<file path="config.mk">
export PLATFORM = sky130hd
export DESIGN_NAME = chhic_cell
export DESIGN_NICKNAME = d
export VERILOG_FILES = /design/src/chhic_pkg.sv /design/src/chhic_cell.sv
export SDC_FILE = /design/constraint.sdc
export NUM_CORES = 1
export LEC_CHECK = 0
export ABC_CLOCK_PERIOD_IN_PS = 7100
export BUFFER_PORTS_ARGS = -buffer_cell sky130_fd_sc_hd__buf_2
export CORE_MARGIN = 5
export CORE_UTILIZATION = 46
export CTS_CLUSTER_DIAMETER = 150
export DETAILED_ROUTE_END_ITERATION = 10
export HOLD_SLACK_MARGIN = 0.08
export PLACE_DENSITY = 0.82
export SLEW_MARGIN = 0
export SYNTH_ARGS = -nofsm -noshare
export SYNTH_HDL_FRONTEND = slang
export SYNTH_SLANG_ARGS = --single-unit
</file>
<file path="constraint.sdc">
create_clock -name aclk -period 7.1 [get_ports aclk]
set_clock_uncertainty 0.1 [all_clocks]
set_input_delay 0.71 -clock aclk [delete_from_list [all_inputs] [get_ports aclk]]
set_output_delay 0.71 -clock aclk [all_outputs]
set_load 0.005 [all_outputs]
</file>
<file path="src/chhic_pkg.sv">
`default_nettype none

package chhic_pkg;

    // Angle accumulator: 2^-20 degree units, signed, covers -100..+280 degrees
    localparam int ANG_SCALE_BITS = 20;
    localparam int ZW             = 31;
    localparam int TABLE_LEN      = 24;

    localparam logic signed [ZW-1:0] HALF_TURN_Z = ZW'(180 << ANG_SCALE_BITS);
    localparam logic signed [ZW-1:0] FULL_TURN_Z = ZW'(360 << ANG_SCALE_BITS);

    // Register indexes of the configuration port
    typedef enum logic [1:0] {
        REG_MODE     = 2'd0,
        REG_X_OFFSET = 2'd1,
        REG_Y_OFFSET = 2'd2
    } cfg_reg_t;

    // Side information that travels with each item down the chain
    typedef struct packed {
        logic               force_zero;
        logic signed [15:0] fx;
        logic signed [15:0] fy;
        logic signed [15:0] fz;
    } side_t;

    // atan(2^-i) in 2^-20 degree units, rounded to nearest
    function automatic logic signed [ZW-1:0] atan_step(input int idx);
        logic signed [ZW-1:0] v;
        case (idx)
            0:  v = ZW'(47185920);
            1:  v = ZW'(27855475);
            2:  v = ZW'(14718068);
            3:  v = ZW'(7471121);
            4:  v = ZW'(3750058);
            5:  v = ZW'(1876857);
            6:  v = ZW'(938658);
            7:  v = ZW'(469357);
            8:  v = ZW'(234682);
            9:  v = ZW'(117342);
            10: v = ZW'(58671);
            11: v = ZW'(29335);
            12: v = ZW'(14668);
            13: v = ZW'(7334);
            14: v = ZW'(3667);
            15: v = ZW'(1833);
            16: v = ZW'(917);
            17: v = ZW'(458);
            18: v = ZW'(229);
            19: v = ZW'(115);
            20: v = ZW'(57);
            21: v = ZW'(29);
            22: v = ZW'(14);
            23: v = ZW'(7);
            default: v = '0;
        endcase
        return v;
    endfunction

endpackage

`default_nettype wire

</file>
<file path="src/chhic_cell.sv">
`default_nettype none

module chhic_cell
    import chhic_pkg::*;
#(
    parameter int W    = 36,
    parameter int STEP = 0
) (
    input  wire                   aclk,
    input  wire                   aresetn,
    input  wire                   in_valid,
    output logic                  in_ready,
    input  wire  signed [W-1:0]   a_i,
    input  wire  signed [W-1:0]   b_i,
    input  wire  signed [ZW-1:0]  z_i,
    input  side_t                 side_i,
    output logic                  out_valid,
    input  wire                   out_ready,
    output logic signed [W-1:0]   a_o,
    output logic signed [W-1:0]   b_o,
    output logic signed [ZW-1:0]  z_o,
    output side_t                 side_o
);

    localparam logic signed [ZW-1:0] STEP_ANGLE = atan_step(STEP);

    logic                  valid_reg;
    logic signed [W-1:0]   a_reg;
    logic signed [W-1:0]   b_reg;
    logic signed [ZW-1:0]  z_reg;
    side_t                 side_reg;
    logic signed [W-1:0]   a_sh;
    logic signed [W-1:0]   b_sh;
    logic                  rot_up;

    assign in_ready = !valid_reg || out_ready;

    // One vectoring micro-rotation, floor shifts
    assign a_sh   = a_i >>> STEP;
    assign b_sh   = b_i >>> STEP;
    assign rot_up = a_i[W-1];

    always_ff @(posedge aclk) begin
        if (!aresetn) begin
            valid_reg <= 1'b0;
        end else if (in_ready) begin
            valid_reg <= in_valid;
        end
    end

    always_ff @(posedge aclk) begin
        if (in_valid && in_ready) begin
            a_reg    <= rot_up ? a_i + b_sh : a_i - b_sh;
            b_reg    <= rot_up ? b_i - a_sh : b_i + a_sh;
            z_reg    <= rot_up ? z_i - STEP_ANGLE : z_i + STEP_ANGLE;
            side_reg <= side_i;
        end
    end

    assign out_valid = valid_reg;
    assign a_o       = a_reg;
    assign b_o       = b_reg;
    assign z_o       = z_reg;
    assign side_o    = side_reg;

endmodule

`default_nettype wire

</file>
# After elaboration in Yosys (flattened, before gate mapping)
# Index checks and enable logic that the tools add are counted.
# totals
word_cells	19
out_inout_bits	154
input_bits	156
register_bits	153
# op_classes
n_reduce_logical	3
mux	3
n_addsub	5
# op_table
operator	n
36-bit 2-to-1 mux	2
36-bit subtractor	2
36-bit adder	1
31-bit by 27-bit adder with 31-bit output (second input constant)	1
31-bit 2-to-1 mux	1
31-bit by 27-bit subtractor with 31-bit output (second input constant)	1
1-bit logical AND	1
1-bit zero test	1
1-bit logical OR	1

# Longest topological paths before layout
# Gate-level depths: netlist of the first run.
# depth
word_depth	3
ltp_mapped	13
ltp_nobuf	13

# Worst setup path after synthesis of the first run
# Ideal clock, no wire load.
# synth_path
path_kind	input port to flip-flop
startpoint	in out_ready
endpoint	reg a_reg[10], in the netlist a_o[10] (enable)
t_required_ps	6471
path_slack_ps	2143
path_stages	2
path_buffers	0
arrival_time_ps	4328
setup_ps	529
path_cell_list	nand2b_1 > and2_1
# synth_between
elab_chain_len	2
# synth_rtl
item	line	text
from (decl)	chhic_cell.sv:18	input wire out_ready,
1-bit logical OR	chhic_cell.sv:36	assign in_ready = !valid_reg || out_ready;
1-bit logical AND	chhic_cell.sv:52	if (in_valid && in_ready) begin
to (signal assigned)	chhic_cell.sv:53	a_reg <= rot_up ? a_i + b_sh : a_i - b_sh;
to (decl)	chhic_cell.sv:28	logic signed [W-1:0] a_reg;
# Every way passes these cells.
# A chain may end at the register's enable or synchronous reset.

# Final worst setup path of the first run
# layout_path
startpoint	in a_i[0]
endpoint	reg b_reg[32], in the netlist b_o[32], data pin
# layout_between
elab_chain_len	2
elab_cells_between_ends	3
cone_classes	add/sub (2); mux (1)
# layout_rtl
item	line	text
from (decl)	chhic_cell.sv:13	input wire signed [W-1:0] a_i,
36-bit adder or 36-bit subtractor (tied branches)	chhic_cell.sv:54	b_reg <= rot_up ? b_i - a_sh : b_i + a_sh;
36-bit 2-to-1 mux (*)	chhic_cell.sv:54	
to (signal assigned)	chhic_cell.sv:54	
to (decl)	chhic_cell.sv:29	logic signed [W-1:0] b_reg;
# Every way passes the cells marked *; elsewhere a longest branch is shown, timed or not.

==> results.yml, run 1 <==
die:
  die_area_um2: 27200
  fp.coreArea_um2: 23500
  row_count: 56
  dieWidth_um: 165
  die_y_um: 165
  start_util_pct: 46.9
  ios: 310
sta:
  holdWs_ns: 0.351
  relSlewSlack_pct: 23.5
  hold_viol: 0
  finalMaxSlewViolations: 0
  tightest_slew_ns: 1.15
  min_period_over_period_pct: 54.5
  setup_tns_ns: 0
  layout_min_cycle_time_ns: 3.87
  setup_viol: 0
  grt_setup_unrepaired: "false"
  final.setup.worst_slack_ns: 3.23
  fmax_mhz: 259
power:
  swShare_pct: 33.0
  power.switching_w: 0.000951
  p_seq_share_pct: 39.5
  pwr-share-clk_pct: 33.2
  p_int_w: 0.00193
  p_per_area_nw_per_um2: 215
  p_comb_share_pct: 27.3
  cellLeakagePower_nw: 5.98
  ir_worst_vdd_mv: 0.112
synth:
  synthFlopType: "edfxtp_1"
  synth-edff-count: 151
  synthesis.nets: 1415
  synth_cells: 1137
  syn_area_um2: 11000
  synth_area_per_cell_um2: 9.71
  async_flop_share_pct: 0
  synth.distinct_cells: 76
  yosysWarnings: 0
  yosysSeqAreaShare_pct: 41.2
  ys_seq_elements: 152
placed_design:
  gp_congestion: 0.981
  port_buffers: 309
  dp_hpwl_mm: 27.3
  postPlaceCellArea_um2: 12800
  placed_cells: 1721
  pre_cts_ws_ns: 2.86
worst_setup_path:
  start_kind: "input pin"
  worst-endpoint-arrival_ns: 3.93
  crit_fanout: 5
  cp-end-kind: "flop"
  critPathKind: "input pin to flop"
  critPathRequiredTime_ns: 7.16
  reg2reg_depth: 3
finish:
  drive_above_1_share_pct: 25.7
  nets: 1699
  fill_cells: 2087
  stdcell_count: 1755
  area_growth_syn_to_layout_pct: 21.6
  multi_input_area_um2: 5830
  final_area_um2: 13400
  regArea_um2: 4550
clocking:
  clk_latency_ns: 0.42
  cts_sinks: 152
  ctsResizeCount: 0
  h-tree-depth: 4
  cts_tree: "built"
  hold_buffers: 0
  cts.clk_slew.worst_paths_ns: 0.07
  cts_buffer_depth: 2
  numCtsBuffers: 17
  postCtsSetupBuffers: 0
  cts_root_buf: "clkbuf_16"
routing:
  antenna_left: 0
  vias: 9789
  route.detailed.drc: 0
  first_iter_violations: 977
  wirelength_mm: 34.6
  firstDrtPassIters: 5
  via_per_inst: 5.58
  avgRoutedWirePerCell_um: 19.7
grt:
  grt_start_max_net_pins: 92
  grt_pass1_wl_mm: 51.8
  grt_overflow: 0
  antenna_found_initial: 1
  grt_util_all_layers_pct: 24.4
  grt_pass1_vias: 9442
worst_hold_path:
  holdPathStages: 1
  hold_path_class: "input pin to flop"
run:
  drv_cap: 0
outcome:
  status: "complete, no violations"
-- power by group through the flow --
stage | clock [W] | sequential, W | combinational, W
finish | 0.000957 | 0.00114 | 0.000787
global route | 0.00102 | 0.00115 | 0.000859
CTS | 0.000975 | 0.00114 | 0.000782
detailed placement | 0 | 0.00116 | 0.000776
global placement | 0 | 0.00116 | 0.000765
floorplan | 0 | 0.00117 | 0.000466
-- Yosys cell counts, types with 4 or more instances --
| library cell | instances | area, um^2 |
|---|---|---|
| mux2i_1 | 15 | 150 |
| nor3_1 | 23 | 115 |
| a31oi_1 | 6 | 37.5 |
| o221ai_1 | 4 | 35.0 |
| clkbuf_1 | 24 | 90.1 |
| a211oi_1 | 10 | 75.1 |
| xor2_1 | 17 | 149 |
| a21boi_0 | 9 | 67.6 |
| or2_2 | 4 | 25.0 |
| inv_1 | 117 | 439 |
| nor2_1 | 94 | 353 |
| fa_1 | 4 | 80.1 |
| nand4_1 | 10 | 62.6 |
| buf_2 | 10 | 50.1 |
| nor2b_1 | 16 | 100 |
| o21ai_0 | 71 | 355 |
| a21o_1 | 18 | 135 |
| nand2_1 | 60 | 225 |
| nor4_1 | 5 | 31.3 |
| o211ai_1 | 7 | 52.6 |
| a22oi_1 | 4 | 30.0 |
| o22ai_1 | 6 | 37.5 |
| o31ai_1 | 9 | 67.6 |
| buf_1 | 9 | 33.8 |
| or3_1 | 6 | 37.5 |
| o21bai_1 | 19 | 143 |
| a21oi_1 | 126 | 631 |
| a311oi_1 | 5 | 43.8 |
| o21a_1 | 8 | 60.1 |
| and2_1 | 7 | 43.8 |
| edfxtp_1 | 151 | 4530 |
| ha_1 | 118 | 1480 |
| nand3_1 | 17 | 85.1 |
| xnor2_1 | 59 | 517 |
| nand2b_1 | 9 | 56.3 |
-- metrics by stage --
step                      power (W)  util, %
after floorplan             0.00164        -
after global placement      0.00192     54.4
final                       0.00288     57.1
after global routing        0.00302     57.0
after detailed placement    0.00194     54.4
after CTS                   0.00290     57.0
-- placed cells by master, fill, tap and decap left out, types with 8 or more instances in the layout --
| cell type | instances |
|---|---|
| xor2_1 | 17 |
| edfxtp_1 | 151 |
| o31ai_1 | 9 |
| o21a_1 | 8 |
| nand4_1 | 10 |
| ha_1 | 118 |
| inv_1 | 117 |
| mux2i_1 | 15 |
| nand2_1 | 60 |
| nor2_1 | 94 |
| a21o_1 | 18 |
| a211oi_1 | 10 |
| o21bai_1 | 19 |
| xnor2_1 | 59 |
| nand2b_1 | 9 |
| clkbuf_16 | 17 |
| a21boi_0 | 9 |
| buf_2 | 309 |
| o21ai_0 | 71 |
| nor2b_1 | 16 |
| nor3_1 | 23 |
| a21oi_1 | 126 |
| nand3_1 | 17 |
-- critical path, stage by stage --
cell	delay, ns
buf_2	0.10
ha_1	0.19
inv_1	0.06
fa_1	0.41
o21bai_1	0.22
a311oi_2	0.19
o311ai_2	0.52
nand2_1	0.14
nor3_1	0.16
nor3_1	0.10
o41ai_1	0.61
a21oi_1	0.21
o22ai_1	0.22
xnor2_1	0.09
-- registers in the layout, indices dropped and copies added, names as in the netlist --
signal     count
b_o           36
out_valid      1
a_o           35
z_o           31
side_o        49
-- metal layers --
layer | vias to the layer above | track usage [%] | part of all wire [%]
met2 | 526 | 42.3 | 50
met3 | 59 | 3.82 | 8.6
met1 | 4577 | 30.9 | 39
met4 | 0 | 8.54 | 2.5
li1 | 4627 | - | -
met5 | - | 0 | 0
-- cell type report --
| type | instances | area share (%) |
|---|---|---|
| tap | 319 | 2.97 |
| clock inverter | 15 | 1.49 |
| multi-input combinational | 819 | 43.4 |
| antenna | 2 | 0.0373 |
| clock buffer | 17 | 3.17 |
| timing repair buffer | 312 | 11.7 |
| sequential | 152 | 33.9 |
| inverter | 119 | 3.33 |
-- cells by family (layout without fill, tap and decap cells) --
group / count (synthesis) / in the layout / share of synthesized area (%)
buffers and inverters: 166 / 463 / 5.96
and+or+nand+nor: 257 / 257 / 10.7
other: 0 / 2 / 0
muxes: 16 / 16 / 1.46
adders and majority gates: 122 / 122 / 14.1
AOI/OAI and AO/OA: 348 / 348 / 20.6
DFF: 152 / 152 / 41.2
xor gates and xnor gates: 76 / 76 / 6.03
-- final timing paths --
kind             start   endpoint  slack [ns]
max             a_i[0]    b_o[32]        3.23
min             z_i[8]     z_o[8]        0.35
max reg2reg  out_valid    a_o[26]        4.90
min reg2reg  out_valid  out_valid        0.47
(Power assumes the default switching activity.)
==> inputs of run 2 (changes only) <==
--- a/config.mk
+++ b/config.mk
@@ -5,7 +5,7 @@
 export SDC_FILE = /design/constraint.sdc
 export NUM_CORES = 1
 export LEC_CHECK = 0
-export ABC_CLOCK_PERIOD_IN_PS = 7100
+export ABC_CLOCK_PERIOD_IN_PS = 3900
 export BUFFER_PORTS_ARGS = -buffer_cell sky130_fd_sc_hd__buf_2
 export CORE_MARGIN = 5
 export CORE_UTILIZATION = 46
==> constraint.sdc (replaced) <==
create_clock -name aclk -period 3.9 [get_ports aclk]
set_clock_uncertainty 0.1 [all_clocks]
set_input_delay 0.39 -clock aclk [delete_from_list [all_inputs] [get_ports aclk]]
set_output_delay 0.39 -clock aclk [all_outputs]
set_load 0.005 [all_outputs]
==> run 2 against run 1 <==
- critical path depth rose by 1
- combinational power rose by 98%
- flip-flop and latch count did not move
- setup slack got worse by 2.7 ns
- core utilization rose by 3.8 points
- count of clock-buffer cells in the layout did not move
- non-clock buffer count rose by 97
- sequential share of layout area fell by 2.1 points
- sequential power rose by 82%
- worst hold slack got worse by 0.23 ns
- critical path type unchanged
- critical endpoint is now a_o[32]
- highest routed layer unchanged
==> results.yml, run 2 (synthesis results as in run 1) <==
sta:
  setup_viol: 0
  hold_viol: 0
  layout_min_cycle_time_ns: 3.39
  setup_tns_ns: 0
  relSlewSlack_pct: 50.8
  fmax_mhz: 295
  holdWs_ns: 0.121
  tightest_slew_ns: 0.738
  grt_setup_unrepaired: "false"
  min_period_over_period_pct: 87.0
  finalMaxSlewViolations: 0
worst_setup_path:
  timing.rr.end: "side_o[42]"
  r2r_setup_slack_ns: 1.97
  cp-end-kind: "flop"
  crit_fanout: 5
  critPathKind: "input pin to flop"
  worst-endpoint-arrival_ns: 3.47
  r2r_start: "out_valid"
  start_kind: "input pin"
  reg2reg_depth: 3
  critPathRequiredTime_ns: 3.98
die:
  die_y_um: 165
  dieWidth_um: 165
  fp.coreArea_um2: 23500
  ios: 310
  row_count: 56
  start_util_pct: 46.9
  die_area_um2: 27200
grt:
  gr-usage-met3_pct: 4.64
  antenna_found_initial: 2
  grt.busiest_layer: "met2"
  grt_util_all_layers_pct: 27.1
  grt_pass1_wl_mm: 57.3
  grt_pass1_vias: 10300
  grt_overflow: 0
  gr-usage-met1_pct: 33.3
  grt_start_max_net_pins: 66
  grtUsageMet2_pct: 47.6
worst_hold_path:
  holdPathEnd: "out_valid"
  hold_path_class: "input pin to flop"
  holdPathStages: 2
  hold_start: "aresetn"
placed_design:
  dp_hpwl_mm: 28.3
  gp_congestion: 0.990
  port_buffers: 309
finish:
  fill_cells: 1943
  regArea_um2: 4550
  largest_reg_flops: 49
  drive_above_1_share_pct: 25.9
  nets: 1796
  layout_common_cells: "buf_2, edfxtp_1, a21oi_1"
  final_common_cell: "buf_2"
  area_growth_syn_to_layout_pct: 29.8
  multi_input_area_um2: 5830
routing:
  first_iter_violations: 1320
  antenna_left: 0
  avgRoutedWirePerCell_um: 20.7
  firstDrtPassIters: 6
  via_per_inst: 5.65
  vias: 10500
  route.detailed.drc: 0
  wirelength_mm: 38.4
clocking:
  h-tree-depth: 4
  clk_latency_ns: 0.42
  numCtsBuffers: 17
  cts_tree: "built"
  cts.clk_slew.worst_paths_ns: 0.08
  cts_buffer_depth: 2
  cts_root_buf: "clkbuf_16"
  cts_sinks: 152
power:
  ir_worst_vdd_mv: 0.288
  p_per_area_nw_per_um2: 372
  cellLeakagePower_nw: 6.39
run:
  drv_cap: 0
outcome:
  status: "complete, no violations"
-- run 2: cell count changes in the layout (fill, tap and decap cells not counted), sizes merged --
cell	change
dlygate4sd3	+69
buf	+28
clkinvlp	+3
clkinv	-2
bufinv	-1
diode	+1
-- run 2: what timing repair did --
action,4_1_cts,5_1_grt
hold buffers,69,0
gates resized for setup,0,0
setup buffers,0,0
endpoints found under the hold margin,69,0
-- run 2: cell type report --
| cell class | instances | share of cell area (%) |
|---|---|---|
| multi-input cells | 819 | 40.7 |
| flip-flops and latches | 152 | 31.8 |
| repair buffers | 409 | 17.4 |
| inverters | 119 | 3.12 |
| clock buffers | 17 | 2.97 |
| well taps | 319 | 2.78 |
| clock inverters | 15 | 1.22 |
| diodes | 3 | 0.0524 |
-- run 2: how the worst max path moves through the flow --
| stage | end | start | cells past startpoint |
|---|---|---|---|
| 2_1_floorplan | a_o[32] | a_i[0] | 13 |
| 5_1_grt | a_o[33] | a_i[3] | 13 |
| 4_1_cts | a_o[32] | a_i[0] | 15 |
| 3_3_place_gp | b_o[32] | a_i[0] | 15 |
| 6_report | a_o[32] | a_i[0] | 15 |
| 3_5_place_dp | a_o[32] | a_i[0] | 15 |
-- run 2: metrics by stage --
stage | instances | area [um^2] | setup WS [ns] | utilization (%) | power, W
final | 1853 | 14300 | 0.506 | 60.9 | 0.00533
after global routing | 1852 | 14300 | 0.238 | 60.9 | 0.00557
after CTS | 1850 | 14300 | 0.642 | 60.9 | 0.00529
after detailed placement | 1749 | 13000 | 0.186 | 55.4 | 0.00357
after global placement | 1749 | 13000 | 0.260 | 55.4 | 0.00355
after floorplan | 1137 | 11000 | 0.840 | - | 0.00298
-- run 2: metal layers --
metal / part of all wire, % / wire length (um) / up-vias
li1: - / - / 4829
met1: 39 / 14900 / 4884
met2: 49 / 18900 / 657
met3: 8.5 / 3260 / 98
met4: 3.5 / 1330 / 0
met5: 0 / 0 / -
-- run 2: report_power, final --
group / internal, W / switching [W] / leakage, nW
combinational: 0.000640 / 0.000920 / 4.64
sequential: 0.00203 / 0.0000569 / 1.47
clock: 0.000865 / 0.000821 / 0.282
-- run 2: critical path, cell delays in order --
cell      delay (ns)
buf_2           0.12
ha_1            0.20
inv_1           0.08
fa_1            0.41
o21bai_1        0.23
a311oi_2        0.19
o311ai_2        0.51
nand2_1         0.14
nor3_1          0.17
nor3_1          0.11
o41ai_1         0.35
buf_4           0.19
a21oi_1         0.08
o22ai_1         0.21
xnor2_1         0.09
==> inputs of run 3 (changes only) <==
--- a/config.mk
+++ b/config.mk
@@ -5,14 +5,15 @@
 export SDC_FILE = /design/constraint.sdc
 export NUM_CORES = 1
 export LEC_CHECK = 0
+export ABC_AREA = 1
 export ABC_CLOCK_PERIOD_IN_PS = 3900
 export BUFFER_PORTS_ARGS = -buffer_cell sky130_fd_sc_hd__buf_2
-export CORE_MARGIN = 5
+export CORE_MARGIN = 2
 export CORE_UTILIZATION = 46
 export CTS_CLUSTER_DIAMETER = 150
 export DETAILED_ROUTE_END_ITERATION = 10
 export HOLD_SLACK_MARGIN = 0.08
-export PLACE_DENSITY = 0.82
+export PLACE_DENSITY = 0.8
 export SLEW_MARGIN = 0
 export SYNTH_ARGS = -nofsm -noshare
 export SYNTH_HDL_FRONTEND = slang
==> run 3 against run 2 <==
- worst hold slack worse by 0.022 ns
- sequential power shrank 2%
- first-iteration DRC count down 21%
- largest cell class unchanged
- count of clock-buffer cells in the layout stayed put
- design area grew 13%
- critical endpoint is now b_o[14]
- critical path type unchanged
- clock power grew 5%
- largest power group unchanged
- combinational power is 14% higher
==> results.yml, run 3 <==
worst_setup_path:
  cp-startpoint: "a_i[11]"
  critPathRequiredTime_ns: 3.94
  start_kind: "input pin"
  path_cells: "buf_2 > inv_1 > ha_1 > inv_1 > a21oi_1 > o21ai_0 > nor2_1 > nand2_1 > xor2_1 > nand2_1 > o21ai_0"
  worst-endpoint-arrival_ns: 2.61
  crit_fanout: 9
  critPathKind: "input pin to flop"
  cp-end-kind: "flop"
  r2r_start: "out_valid"
  slowest_stage: "ha_1"
  cpPeakStageDelay_ns: 0.56
power:
  p_int_w: 0.00358
  p_comb_share_pct: 31.8
  power.switching_w: 0.00202
  pwr-share-clk_pct: 31.9
  cellLeakagePower_nw: 8.11
  p_seq_share_pct: 36.4
  p_per_area_nw_per_um2: 347
  ir_worst_vdd_mv: 0.219
  swShare_pct: 36.1
worst_hold_path:
  hold_path_class: "input pin to flop"
  hold_start: "aresetn"
sta:
  layout_min_cycle_time_ns: 2.56
  setup_tns_ns: 0
  holdWs_ns: 0.0995
  min_period_over_period_pct: 65.7
  grt_setup_unrepaired: "false"
  hold_viol: 0
  finalMaxSlewViolations: 0
  tightest_slew_ns: 0.664
  relSlewSlack_pct: 55.7
  fmax_mhz: 390
  setup_viol: 0
clocking:
  cts_tree: "built"
  cts_root_buf: "clkbuf_16"
  postCtsSetupBuffers: 0
  numCtsBuffers: 17
  clk_latency_ns: 0.43
  cts.clk_slew.worst_paths_ns: 0.07
  ctsResizeCount: 0
  h-tree-depth: 4
  cts_sinks: 152
  cts_buffer_depth: 2
synth:
  synthesis.nets: 2077
  synth-edff-count: 151
  synth.most_common_cell: "nand2_1"
  yosysWarnings: 0
  synth_cells: 1799
  ys_seq_elements: 152
  synth.cells.most_frequent: "nand2_1, inv_1, nor2_1"
  syn_area_um2: 13100
  post-synth-top-area-cell: "edfxtp_1"
  yosysTopAreaCellShare_pct: 34.7
  synth.distinct_cells: 47
  synth_area_per_cell_um2: 7.27
  async_flop_share_pct: 0
  yosysSeqAreaShare_pct: 34.8
  synth.area.top_cells: "edfxtp_1, nand2_1, ha_1, inv_1, nand3_1"
  synthFlopType: "edfxtp_1"
finish:
  largest_reg_flops: 49
  drive_above_1_share_pct: 18.4
  fill_cells: 2582
  antennaDiodeCount: 0
  layout_common_cells: "nand2_1, buf_2, inv_1"
  multi_input_area_um2: 7170
  post-route-util_pct: 58.0
  area_growth_syn_to_layout_pct: 23.5
  stdcell_count: 2548
  final_common_cell: "nand2_1"
  nets: 2435
  regArea_um2: 4550
grt:
  grt_util_all_layers_pct: 31.4
  grt_pass1_wl_mm: 72.4
  antenna_found_initial: 1
  grt_start_max_net_pins: 101
  grt_overflow: 0
  grt_pass1_vias: 13400
die:
  ios: 310
  die_y_um: 173
  fp.coreArea_um2: 27900
  die_area_um2: 29800
  row_count: 61
  dieWidth_um: 173
  start_util_pct: 46.9
routing:
  wirelength_mm: 47.0
  firstDrtPassIters: 6
  avgRoutedWirePerCell_um: 18.4
  vias: 13600
  via_per_inst: 5.35
  route.detailed.drc: 0
  first_iter_violations: 1049
  antenna_left: 0
placed_design:
  placed_cells: 2447
  gp_congestion: 1.00
  port_buffers: 309
  dp_hpwl_mm: 37.8
outcome:
  status: "complete, no violations"
run:
  drv_cap: 0
run 3: cell count changes in the layout (fill, tap and decap cells not counted), moves of 11 or more:
cell and delta:
o21ai_0 +15, a21o_1 -13, nand3_1 +137, buf_4 -23, nand2_2 +11, inv_1 +155
nor2_1 +61, xor2_1 +16, nor2b_1 -16, mux2i_1 -15, nand2_1 +450, xnor2_1 -54
run 3: kinds of logic after synthesis:
family	count (synthesis)	synth area share (%)
DFF	152	34.8
and+or+nand+nor	884	28.5
AOI/OAI and AO/OA	279	11.8
buffers and inverters	324	10.4
adders and majority gates	122	11.9
xor gates and xnor gates	38	2.55
run 3: per-layer routing:
layer,track usage (%),wire length [um]
met5,0,11
met3,5.23,3720
met4,14.7,2120
met1,39.7,19300
met2,52.7,21800
run 3: cell type report:
cell class / instances / area share (%)
clock buffer: 17 / 2.63
clock inverter: 15 / 1.13
inverter: 278 / 6.48
multi-input combinational: 1323 / 44.4
sequential: 152 / 28.2
tap: 378 / 2.93
timing repair buffer: 385 / 14.3
run 3: stage by stage:
stage	total power, W	setup WS, ns	cell area [um^2]
final	0.00560	1.34	16200
after global routing	0.00587	1.18	16200
after CTS	0.00559	1.45	16200
after detailed placement	0.00375	1.01	14900
after global placement	0.00373	1.04	14900
after floorplan	0.00314	0.372	13100
run 3: power by group through the flow:
| stage | sequential [W] | combinational, W | clock, W |
|---|---|---|---|
| after global routing | 0.00205 | 0.00197 | 0.00186 |
| final | 0.00204 | 0.00178 | 0.00178 |
| after floorplan | 0.00210 | 0.00104 | 0 |
| after CTS | 0.00204 | 0.00175 | 0.00180 |
| after detailed placement | 0.00207 | 0.00168 | 0 |
| after global placement | 0.00207 | 0.00166 | 0 |
run 3: worst max-delay path, delay by kind of cell:
family                     cells  cell delay, ns
and+or+nand+nor                3            0.40
buffers and inverters          3            0.37
adders and majority gates      1            0.56
AOI/OAI and AO/OA              3            0.68
xor gates and xnor gates       1            0.21
run 3: worst paths after layout:
kind / end / slack, ns / depth (start not counted)
worst max-delay path: b_o[14] / 1.34 / 11
worst min-delay path: out_valid / 0.1 / 2
worst min register to register: out_valid / 0.46 / 2
worst max register to register: b_o[16] / 1.99 / 2
run 3: what timing repair did:
action / in CTS / in global routing
hold endpoints to repair: 69 / 0
endpoints found under the setup margin: 0 / 0
hold buffers: 69 / 0
